File: src/tfb_pkg.sv
// Shared types and constants for the telemetry frame builder.
package tfb_pkg;

  localparam logic [7:0] FRAME_HEADER    = 8'hAA;
  localparam logic [7:0] PAYLOAD_LEN     = 8'd4;
  localparam logic [7:0] TARGET_ADDR_RST = 8'hFF;
  localparam logic [7:0] FUNCTION_ID_RST = 8'hF1;

  // Register indexes on the config port
  localparam logic REG_TARGET_ADDR = 1'b0;
  localparam logic REG_FUNCTION_ID = 1'b1;

  // Position of a byte inside the frame
  typedef logic [3:0] byte_idx_t;
  localparam byte_idx_t BYTE_HEADER = 4'd0;
  localparam byte_idx_t BYTE_TARGET = 4'd1;
  localparam byte_idx_t BYTE_FUNC   = 4'd2;
  localparam byte_idx_t BYTE_LEN    = 4'd3;
  localparam byte_idx_t BYTE_A_LO   = 4'd4;
  localparam byte_idx_t BYTE_A_HI   = 4'd5;
  localparam byte_idx_t BYTE_B_LO   = 4'd6;
  localparam byte_idx_t BYTE_B_HI   = 4'd7;
  localparam byte_idx_t BYTE_SUM    = 4'd8;
  localparam byte_idx_t BYTE_ADD    = 4'd9;

  // One frame request: payload plus the config snapshot taken at accept
  typedef struct packed {
    logic [15:0] value_a;
    logic [15:0] value_b;
    logic [7:0]  target_address;
    logic [7:0]  function_id;
  } frame_req_t;

  typedef struct packed {
    logic full;
    logic empty;
  } q_status_t;

endpackage

File: src/tfb_front.sv
// Input stage: takes a beat, snapshots config, hands a request to the queue.
module tfb_front (
  input  logic               clk_i,
  input  logic               rst_ni,
  input  logic               s_axis_tvalid,
  output logic               s_axis_tready,
  input  logic [31:0]        s_axis_tdata,   // [15:0] value_a, [31:16] value_b
  input  logic [7:0]         target_addr_i,
  input  logic [7:0]         function_id_i,
  output logic               req_valid_o,
  input  logic               req_ready_i,
  output tfb_pkg::frame_req_t req_o
);
  import tfb_pkg::*;

  logic       vld_q, vld_d;
  frame_req_t req_q;
  logic       take;

  assign s_axis_tready = !vld_q || req_ready_i;
  assign take          = s_axis_tvalid && s_axis_tready;

  always_comb begin
    vld_d = vld_q;
    if (take) begin
      vld_d = 1'b1;
    end else if (req_ready_i) begin
      vld_d = 1'b0;
    end
  end

  always_ff @(posedge clk_i or negedge rst_ni) begin
    if (!rst_ni) begin
      vld_q <= 1'b0;
    end else begin
      vld_q <= vld_d;
    end
  end

  always_ff @(posedge clk_i) begin
    if (take) begin
      req_q.value_a        <= s_axis_tdata[15:0];
      req_q.value_b        <= s_axis_tdata[31:16];
      req_q.target_address <= target_addr_i;
      req_q.function_id    <= function_id_i;
    end
  end

  assign req_valid_o = vld_q;
  assign req_o       = req_q;

endmodule

File: src/tfb_queue.sv
// Small request FIFO between the front and back stages.
module tfb_queue #(
  parameter int unsigned DEPTH = 2
) (
  input  logic                clk_i,
  input  logic                rst_ni,
  input  logic                push_i,
  input  tfb_pkg::frame_req_t push_data_i,
  output logic                push_ready_o,
  input  logic                pop_i,
  output tfb_pkg::frame_req_t head_o,
  output tfb_pkg::q_status_t  status_o
);
  import tfb_pkg::*;

  localparam int unsigned PTR_W = (DEPTH > 1) ? $clog2(DEPTH) : 1;
  localparam int unsigned CNT_W = $clog2(DEPTH + 1);

  frame_req_t           mem_q [DEPTH];
  logic [PTR_W-1:0]     wr_ptr_q, wr_ptr_d, rd_ptr_q, rd_ptr_d;
  logic [CNT_W-1:0]     cnt_q, cnt_d;
  logic                 do_push, do_pop;

  assign status_o.full  = (cnt_q == CNT_W'(DEPTH));
  assign status_o.empty = (cnt_q == '0);
  assign push_ready_o   = !status_o.full;
  assign do_push        = push_i && !status_o.full;
  assign do_pop         = pop_i && !status_o.empty;

  always_comb begin
    wr_ptr_d = wr_ptr_q;
    rd_ptr_d = rd_ptr_q;
    cnt_d    = cnt_q;
    if (do_push) begin
      wr_ptr_d = (wr_ptr_q == PTR_W'(DEPTH - 1)) ? '0 : wr_ptr_q + 1'b1;
    end
    if (do_pop) begin
      rd_ptr_d = (rd_ptr_q == PTR_W'(DEPTH - 1)) ? '0 : rd_ptr_q + 1'b1;
    end
    if (do_push && !do_pop) begin
      cnt_d = cnt_q + 1'b1;
    end else if (do_pop && !do_push) begin
      cnt_d = cnt_q - 1'b1;
    end
  end

  always_ff @(posedge clk_i or negedge rst_ni) begin
    if (!rst_ni) begin
      wr_ptr_q <= '0;
      rd_ptr_q <= '0;
      cnt_q    <= '0;
    end else begin
      wr_ptr_q <= wr_ptr_d;
      rd_ptr_q <= rd_ptr_d;
      cnt_q    <= cnt_d;
    end
  end

  always_ff @(posedge clk_i) begin
    if (do_push) begin
      mem_q[wr_ptr_q] <= push_data_i;
    end
  end

  assign head_o = mem_q[rd_ptr_q];

endmodule

File: src/tfb_back.sv
// Byte serializer: walks a request out as ten bytes with running checksums.
module tfb_back (
  input  logic                clk_i,
  input  logic                rst_ni,
  input  logic                head_valid_i,
  input  tfb_pkg::frame_req_t head_i,
  output logic                pop_o,
  output logic                m_axis_tvalid,
  input  logic                m_axis_tready,
  output logic [7:0]          m_axis_tdata,   // [7:0] frame_byte
  output logic                m_axis_tlast    // last_byte
);
  import tfb_pkg::*;

  byte_idx_t  idx_q, idx_d;
  logic [7:0] sum_q, sum_d, add_q, add_d;
  logic [7:0] byte_val, sum_next;
  logic       vld_q, vld_d, last_q;
  logic [7:0] data_q;
  logic       adv, take, is_last;

  assign adv     = !vld_q || m_axis_tready;
  assign take    = adv && head_valid_i;
  assign is_last = (idx_q == BYTE_ADD);
  assign pop_o   = take && is_last;

  always_comb begin
    unique case (idx_q)
      BYTE_HEADER: byte_val = FRAME_HEADER;
      BYTE_TARGET: byte_val = head_i.target_address;
      BYTE_FUNC:   byte_val = head_i.function_id;
      BYTE_LEN:    byte_val = PAYLOAD_LEN;
      BYTE_A_LO:   byte_val = head_i.value_a[7:0];
      BYTE_A_HI:   byte_val = head_i.value_a[15:8];
      BYTE_B_LO:   byte_val = head_i.value_b[7:0];
      BYTE_B_HI:   byte_val = head_i.value_b[15:8];
      BYTE_SUM:    byte_val = sum_q;
      BYTE_ADD:    byte_val = add_q;
      default:     byte_val = '0;
    endcase
  end

  assign sum_next = sum_q + byte_val;

  always_comb begin
    idx_d = idx_q;
    sum_d = sum_q;
    add_d = add_q;
    vld_d = adv ? head_valid_i : vld_q;
    if (take) begin
      if (is_last) begin
        idx_d = BYTE_HEADER;
        sum_d = '0;
        add_d = '0;
      end else begin
        idx_d = idx_q + 1'b1;
        // checksums only cover the eight header and payload bytes
        if (idx_q < BYTE_SUM) begin
          sum_d = sum_next;
          add_d = add_q + sum_next;
        end
      end
    end
  end

  always_ff @(posedge clk_i or negedge rst_ni) begin
    if (!rst_ni) begin
      idx_q  <= BYTE_HEADER;
      sum_q  <= '0;
      add_q  <= '0;
      vld_q  <= 1'b0;
      last_q <= 1'b0;
    end else begin
      idx_q <= idx_d;
      sum_q <= sum_d;
      add_q <= add_d;
      vld_q <= vld_d;
      if (take) begin
        last_q <= is_last;
      end
    end
  end

  always_ff @(posedge clk_i) begin
    if (take) begin
      data_q <= byte_val;
    end
  end

  assign m_axis_tvalid = vld_q;
  assign m_axis_tdata  = data_q;
  assign m_axis_tlast  = last_q;

endmodule

File: src/telemetry_frame_builder.sv
// Top level of the telemetry frame builder: config registers, front, queue, back.
//
//  channel   dir  width  content
//  s_axis    in   32     [15:0] value_a, [31:16] value_b; one beat per frame
//  m_axis    out  8+1    tdata frame_byte, tlast on the add-check byte
//  cfg       in   1+8    index 0 target_address, index 1 function_id
//
// Each input beat becomes ten output beats, one per cycle while m_axis_tready
// is high; the back-end serializer sets the frame rate. The first byte is
// valid after the front register, queue write and output register.
// Input accepts while earlier frames drain, until the queue and front
// register are full. Reset clears all control; config returns to 0xFF/0xF1.
// Config is sampled into each request when the input beat is taken.
module telemetry_frame_builder #(
  parameter int unsigned QUEUE_DEPTH = 2  // requests buffered, 2..16
) (
  input  logic        clk_i,
  input  logic        rst_ni,
  input  logic        cfg_we_i,
  input  logic        cfg_idx_i,
  input  logic [7:0]  cfg_wdata_i,
  input  logic        s_axis_tvalid,
  output logic        s_axis_tready,
  input  logic [31:0] s_axis_tdata,   // [15:0] value_a, [31:16] value_b
  output logic        m_axis_tvalid,
  input  logic        m_axis_tready,
  output logic [7:0]  m_axis_tdata,   // [7:0] frame_byte
  output logic        m_axis_tlast    // last_byte
);
  import tfb_pkg::*;

  logic [7:0] target_addr_q, function_id_q;

  always_ff @(posedge clk_i or negedge rst_ni) begin
    if (!rst_ni) begin
      target_addr_q <= TARGET_ADDR_RST;
      function_id_q <= FUNCTION_ID_RST;
    end else if (cfg_we_i) begin
      unique case (cfg_idx_i)
        REG_TARGET_ADDR: target_addr_q <= cfg_wdata_i;
        REG_FUNCTION_ID: function_id_q <= cfg_wdata_i;
        default: ;
      endcase
    end
  end

  // front -> queue
  logic       req_valid, req_ready;
  frame_req_t req;
  // queue -> back
  frame_req_t head;
  q_status_t  q_stat;
  logic       pop;

  tfb_front u_front (
    .clk_i         (clk_i),
    .rst_ni        (rst_ni),
    .s_axis_tvalid (s_axis_tvalid),
    .s_axis_tready (s_axis_tready),
    .s_axis_tdata  (s_axis_tdata),
    .target_addr_i (target_addr_q),
    .function_id_i (function_id_q),
    .req_valid_o   (req_valid),
    .req_ready_i   (req_ready),
    .req_o         (req)
  );

  tfb_queue #(
    .DEPTH (QUEUE_DEPTH)
  ) u_queue (
    .clk_i        (clk_i),
    .rst_ni       (rst_ni),
    .push_i       (req_valid),
    .push_data_i  (req),
    .push_ready_o (req_ready),
    .pop_i        (pop),
    .head_o       (head),
    .status_o     (q_stat)
  );

  tfb_back u_back (
    .clk_i         (clk_i),
    .rst_ni        (rst_ni),
    .head_valid_i  (!q_stat.empty),
    .head_i        (head),
    .pop_o         (pop),
    .m_axis_tvalid (m_axis_tvalid),
    .m_axis_tready (m_axis_tready),
    .m_axis_tdata  (m_axis_tdata),
    .m_axis_tlast  (m_axis_tlast)
  );

  // queue never popped while empty
  assert property (@(posedge clk_i) disable iff (!rst_ni) pop |-> !q_stat.empty)
    else $error("pop from empty request queue");

  // a full queue holds off the front stage
  assert property (@(posedge clk_i) disable iff (!rst_ni) q_stat.full |-> !req_ready)
    else $error("queue full but front sees ready");

  // a frame pop always loads the last byte into the output register
  assert property (@(posedge clk_i) disable iff (!rst_ni) pop |=> (m_axis_tvalid && m_axis_tlast))
    else $error("frame retired without tlast beat");

endmodule

File: config.mk
export PLATFORM = sky130hd
export DESIGN_NAME = telemetry_frame_builder
export DESIGN_NICKNAME = d
export VERILOG_FILES = /design/src/tfb_pkg.sv /design/src/tfb_front.sv /design/src/tfb_queue.sv /design/src/tfb_back.sv /design/src/telemetry_frame_builder.sv
export SDC_FILE = /design/constraint.sdc
export NUM_CORES = 1
export LEC_CHECK = 0
export ABC_AREA = 1
export BUFFER_PORTS_ARGS = -buffer_cell sky130_fd_sc_hd__buf_2
export CAP_MARGIN = 10
export CORE_MARGIN = 2
export CORE_UTILIZATION = 55
export DETAILED_ROUTE_END_ITERATION = 7
export GPL_TIMING_DRIVEN = 0
export PLACE_DENSITY = 0.7
export SYNTH_ARGS = -nofsm -noshare
export SYNTH_HDL_FRONTEND = slang
export SYNTH_SLANG_ARGS = --single-unit
File: constraint.sdc
create_clock -name clk_i -period 4.4 [get_ports clk_i]
set_input_delay 0.44 -clock clk_i [delete_from_list [all_inputs] [get_ports clk_i]]
set_output_delay 0.44 -clock clk_i [all_outputs]
set_load 0.02 [all_outputs]
==> flow_summary.toml, run 1 <==
[hold_path]
hold_path_class = "input port to flip-flop"

[sta]
setup_viol = 0
fmax_mhz = 233
worst_slack_ps = 109
post-route-period-util = 0.975
hold_viol_final = 0
layout_min_cycle_time_ps = 4290
slew_headroom = 0.299
worst_slew_pin_slew_ps = 1050
clock_skew_ps = 11.7
drv_slew = 0
fin_tns_setup_ps = 0

[cts]
clk_pin_slew_worst_paths_ps = 80
clock_path_buffers = 2
htreeDepth = 4
cts_buffers = 17
ctsHoldBuffers = 0
clock_sinks = 195
cts_root_buf = "clkbuf_16"
clk_latency_ps = 430
cts_tree = "built"

[critical_path]
slowest_delay_ps = 450
critPathLaunchType = "flip-flop"
crit_arrival_ps = 4600
critPathTopFamily = "compound AO/OA/AOI/OAI gates"
end_kind = "flip-flop"
crit_fanout = 10
cp_data_required_time_ps = 4710
crit_type = "flip-flop to flip-flop"
cp.buffers_inverters = 4
cp_common_cell = "nand2_1"
crit_slowest_cell = "a2111oi_2"

[drt]
drc_errors = 0
met3_length_um = 800
via_per_inst = 5.49
dr.pass1.iters = 5
num_vias = 5042
drt-met1-wl_um = 6680
top_layer_used = "met4"
ant_nets = 0
dr_wl_met2_um = 8300
wl_um = 16300
drtIter0Drc = 531
avgRoutedWirePerCell_um = 17.7

[global_route]
grt_max_degree = 49
grt_overflow = 0
grt_pass1_wl_um = 24900
track_usage = 0.220
antenna_found_initial = 0
first_global_vias = 4975

[final_layout]
n_antenna_cell = 0
final_common_cell = "nand2_1"
num-fill-cells = 992
drive_gt1_frac = 0.259
nets = 788
register_area_um2 = 5660
final_area_um2 = 9350
multi_input_area_um2 = 2080
syn_to_final_growth_pct = 19.1
final_cell_mix = "168 x nand2_1, 152 x edfxtp_1, 56 x buf_2"

[synth]
syn_area_um2 = 7840
synth.distinct_cells = 39
synth_top_area_share = 0.582
syn_avg_cell_area_um2 = 12.5
syn-num-nets = 693
yosysTopAreaCell = "edfxtp_1"
synth_top_cells_by_area = "edfxtp_1 58%, dfrtp_1 9.6%, nand2_1 8.1%"
synth-seq-cells = 195
ys.warnings.count = 0
netlist_instances = 630
ys_seq_area_frac = 0.721

[floorplanning]
die_w_um = 123
die_area_um2 = 15200
start_util = 0.565
coreArea_um2 = 13900
die_y_um = 123
fp-row-count = 43
ioPinCount = 57

[placement]
gp_congestion = 0.899
placed_cell_area_um2 = 8420
numPortBuffers = 56
dp_slack_ps = -708
dp_hpwl_um = 10600

[power_and_ir_drop]
pwr-share-clk = 0.191
switching_share = 0.397
ir_drop_uv = 387
p_int_mw = 4.77
p_seq_frac = 0.378
p_switching_mw = 3.14
pwr-share-comb = 0.431
cellLeakagePower_nw = 3.79
p_per_area_nw_per_um2 = 847

[run]
maxCapViolCount = 0

[run_status]
status = "completed"
metrics by stage:
stage | power (mW) | utilization | instances | hold WS (ps)
3_5_place_dp | 5.89 | 0.607 | 869 | 429
3_3_place_gp | 5.69 | 0.601 | 866 | 427
4_1_cts | 7.54 | 0.654 | 903 | 170
6_report | 7.92 | 0.673 | 918 | 183
5_1_grt | 8.37 | 0.673 | 918 | 162
2_1_floorplan | 5.03 | - | 630 | 144
cells by family after synthesis:
family	Yosys count	share of synthesized area
and+or+nand+nor	236	0.127
DFF	195	0.721
muxes	2	0.00287
AOI/OAI and AO/OA	96	0.0707
xor gates and xnor gates	13	0.0145
buffers and inverters	71	0.0345
adders and majority gates	17	0.0290
final cells by class:
class,count,area share
clock inverters,15,0.0179
flip-flops and latches,195,0.606
inverters,60,0.0244
well taps,180,0.0241
plain buffers,11,0.00843
clock buffers,17,0.0455
repair buffers,76,0.0514
multi-input cells,364,0.222
per-layer routing:
metal | global-route usage | up-vias
li1 | - | 2386
met1 | 0.273 | 2444
met2 | 0.370 | 169
met3 | 0.0507 | 43
met4 | 0.100 | 0
met5 | 0 | -
power groups by stage:
stage	combinational, mW	clock [mW]	sequential (mW)
final	3.41	1.51	2.99
after global routing	3.72	1.61	3.04
after CTS	3.03	1.54	2.96
after detailed placement	2.90	0	2.99
after global placement	2.69	0	3.00
after floorplan	2.05	0	2.99
synthesized netlist by cell type:
master,count
nand2_4,1
a211oi_1,2
inv_1,51
mux2_2,2
nand2_2,2
xnor2_1,3
dfstp_2,13
o22ai_1,6
inv_2,9
nand4_1,7
buf_1,5
o211ai_1,3
nor2_4,2
or2_2,1
and2_1,1
o21ai_1,2
a2111oi_0,3
a22o_1,3
a221oi_1,4
ha_1,15
o31ai_1,2
xor2_1,10
clkbuf_1,3
buf_2,3
a21oi_1,35
o21ai_0,32
nand3_2,1
dfrtp_1,30
fa_1,2
edfxtp_1,152
a21oi_2,2
nor3_1,5
nand3b_1,1
nand3_1,19
a31oi_1,1
nor2_1,17
nand2_1,170
nor2_2,9
o21bai_1,1
worst paths after layout:
kind                                               from                        endpoint  slack, ps  cells after the start
max reg2reg                u_queue.rd_ptr_q$_DFFE_PN0P_     u_back.add_q[7]$_DFFE_PN0P_        110                     25
max                        u_queue.rd_ptr_q$_DFFE_PN0P_     u_back.add_q[7]$_DFFE_PN0P_        110                     25
max in group asynchronous                        rst_ni     u_back.idx_q[0]$_DFFE_PN0P_       3480                      1
min in group asynchronous                        rst_ni     u_back.sum_q[7]$_DFFE_PN0P_        190                      1
min                                     s_axis_tdata[8]     u_front.req_o[40]$_DFFE_PP_        180                      1
min reg2reg                 u_front.req_o[33]$_DFFE_PP_  u_queue.mem_q[1][33]$_DFFE_PP_        440                      0
registers in the layout, indices dropped and copies added (netlist names):
signal,flops
u_queue.mem_q,96
u_front.req_o,48
function_id_q,8
target_addr_q,8
u_back.add_q,8
u_back.m_axis_tdata,8
u_back.sum_q,8
u_back.idx_q,4
u_queue.cnt_q,2
u_back.m_axis_tlast,1
u_back.m_axis_tvalid,1
u_front.req_valid_o,1
u_queue.rd_ptr_q,1
u_queue.wr_ptr_q,1
what timing repair did:
item | CTS | global route
pin swaps | 3 | 13
resized for setup | 14 | 47
setup endpoints to repair | 2 | 1
buffers inserted | 2 | 15
(Power assumes the default switching activity.)
==> run 2, diff against run 1 <==
- MAX_ROUTING_LAYER: unset -> met4
- RECOVER_POWER: unset -> 100
==> run 2 against run 1 <==
The run now ends with capacitance limit, slew limit left. Critical path depth unchanged. First-iteration DRC count up 5.1%. Design area down 0.84%. Sequential cell count unchanged. Setup slack better by 72 ps. Sequential power about the same. Power down 1.4%. Highest routed layer unchanged.
==> flow_summary.toml, run 2 (same netlist as run 1, synthesis figures left out) <==
[critical_path]
end_kind = "flip-flop"
worstReg2RegEnd = "u_back.add_q[7]$_DFFE_PN0P_"
cp_data_required_time_ps = 4730
crit_arrival_ps = 4550
crit_fanout = 10
crit_type = "flip-flop to flip-flop"
critPathLaunchType = "flip-flop"
cp.buffers_inverters = 6
r2r_cells = 25
crit_slowest_cell = "dfrtp_1"
slowest_delay_ps = 400
cp_common_cell = "nand2_1"
reg2reg_from = "u_queue.rd_ptr_q$_DFFE_PN0P_"
critPathTopFamily = "compound AO/OA/AOI/OAI gates"
regToRegSetupSlack_ps = 180

[final_layout]
largest_reg_flops = 96
nets = 788
final_cell_mix = "169 x nand2_1, 152 x edfxtp_1, 50 x inv_1"
utilization = 0.668
final_common_cell = "nand2_1"
stdcell_count = 918
final_area_um2 = 9270
syn_to_final_growth_pct = 18.1
n_antenna_cell = 0
drive_gt1_frac = 0.209
num-fill-cells = 996
largest-register = "u_queue.mem_q"

[hold_path]
hold_path_class = "input port to flip-flop"
hold_path_depth = 1
worstHoldStart = "s_axis_tdata[9]"
holdPathEnd = "u_front.req_o[41]$_DFFE_PP_"

[drt]
ant_nets = 0
avgRoutedWirePerCell_um = 17.1
num_vias = 4968
via_per_inst = 5.41
drtIter0Drc = 558
wl_um = 15700
drc_errors = 0
dr.pass1.iters = 4

[floorplanning]
die_y_um = 123
start_util = 0.565
coreArea_um2 = 13900
die_w_um = 123
ioPinCount = 57
fp-row-count = 43
die_area_um2 = 15200

[placement]
gp_congestion = 0.914
dp_hpwl_um = 10500
dp.cells = 869
numPortBuffers = 56
placed_cell_area_um2 = 8420
dp_slack_ps = -608

[sta]
hold_viol_final = 0
post-route-period-util = 0.959
layout_min_cycle_time_ps = 4220
drv_slew = 162
worst_slew_pin_slew_ps = 2490
slew_headroom = -0.660
fmax_mhz = 237
setup_viol = 0
clock_skew_ps = 11.0
worst_slack_ps = 181

[cts]
cts_root_buf = "clkbuf_16"
cts_tree = "built"
clock_sinks = 195
htreeDepth = 4
ctsHoldBuffers = 0
cts_buffers = 17
clk_latency_ps = 440
clock_path_buffers = 2
clk_pin_slew_worst_paths_ps = 80

[run_status]
status = "finished with violations"
violations = "capacitance limit, slew limit"

[run]
maxCapViolCount = 4

[global_route]
grt_pass1_wl_um = 24300
first_global_vias = 4796
track_usage = 0.224
antenna_found_initial = 0
grt_overflow = 0
grt_max_degree = 49

[power_and_ir_drop]
p_per_area_nw_per_um2 = 843
cellLeakagePower_nw = 3.73
ir_drop_uv = 407
[run 2: layout make-up]
class,instances,area [um^2],share of cell area
Buffer,11,73.8,0.00797
Clock buffer,17,425,0.0459
Clock inverter,15,201,0.0217
Inverter,60,225,0.0243
Multi-Input combinational cell,364,2040,0.220
Sequential cell,195,5660,0.611
Tap cell,180,225,0.0243
Timing Repair Buffer,76,414,0.0447
[run 2: stage by stage]
stage | total power [mW] | hold WS, ps | setup TNS (ps)
2_1_floorplan | 5.03 | 144 | 0
3_3_place_gp | 5.69 | 426 | -564
3_5_place_dp | 5.87 | 431 | -835
4_1_cts | 7.56 | 157 | 0
5_1_grt | 8.34 | 160 | -47.7
6_report | 7.81 | 174 | 0
[run 2: how the worst max path moves through the flow]
| stage | from | to | slack [ps] | cells past startpoint |
|---|---|---|---|---|
| after global placement | u_queue.rd_ptr_q$_DFFE_PN0P_ | u_back.add_q[7]$_DFFE_PN0P_ | -520 | 24 |
| after detailed placement | u_queue.rd_ptr_q$_DFFE_PN0P_ | u_back.add_q[7]$_DFFE_PN0P_ | -610 | 24 |
| after floorplan | u_queue.rd_ptr_q$_DFFE_PN0P_ | u_back.add_q[7]$_DFFE_PN0P_ | 620 | 24 |
| final | u_queue.rd_ptr_q$_DFFE_PN0P_ | u_back.add_q[7]$_DFFE_PN0P_ | 180 | 25 |
| after CTS | u_queue.rd_ptr_q$_DFFE_PN0P_ | u_back.add_q[7]$_DFFE_PN0P_ | 7 | 25 |
| after global routing | u_back.idx_q[3]$_DFFE_PN0P_ | u_back.add_q[7]$_DFFE_PN0P_ | -50 | 27 |
[run 2: routing by layer]
metal  track usage  wire length (um)  share of wire
met5             -                 0              0
met4        0.0945               422          0.027
met3        0.0507               841          0.054
met2         0.349              7720           0.49
met1         0.284              6680           0.43
[run 2: what timing repair did]
action,4_1_cts,5_1_grt
buffers inserted,3,14
gates cloned,0,0
pin swaps,3,12
endpoints found under the setup margin,2,2
resized for setup,13,42
[run 2: worst register-to-register path, cell delays in order (launching register included)]
cell	delay (ps)
dfrtp_1	400
clkbuf_4	200
buf_4	210
nand2_1	90
a21oi_2	90
a2111oi_4	380
o211ai_1	140
buf_4	180
buf_4	150
ha_1	290
nand3_1	100
nand3_2	110
a21oi_1	140
o21ai_0	120
xnor2_1	200
inv_1	60
ha_1	320
inv_1	80
nor3_1	180
nand2_1	80
o211ai_1	130
xnor2_1	180
nand3b_1	140
nand2_1	50
nand2_1	50
nand2_1	50
[run 2: power by group]
part	internal, mW	switching [mW]	total (mW)
registers	2.73	0.261	2.99
logic	1.17	2.06	3.23
clock network	0.866	0.727	1.59
total	4.76	3.05	7.81
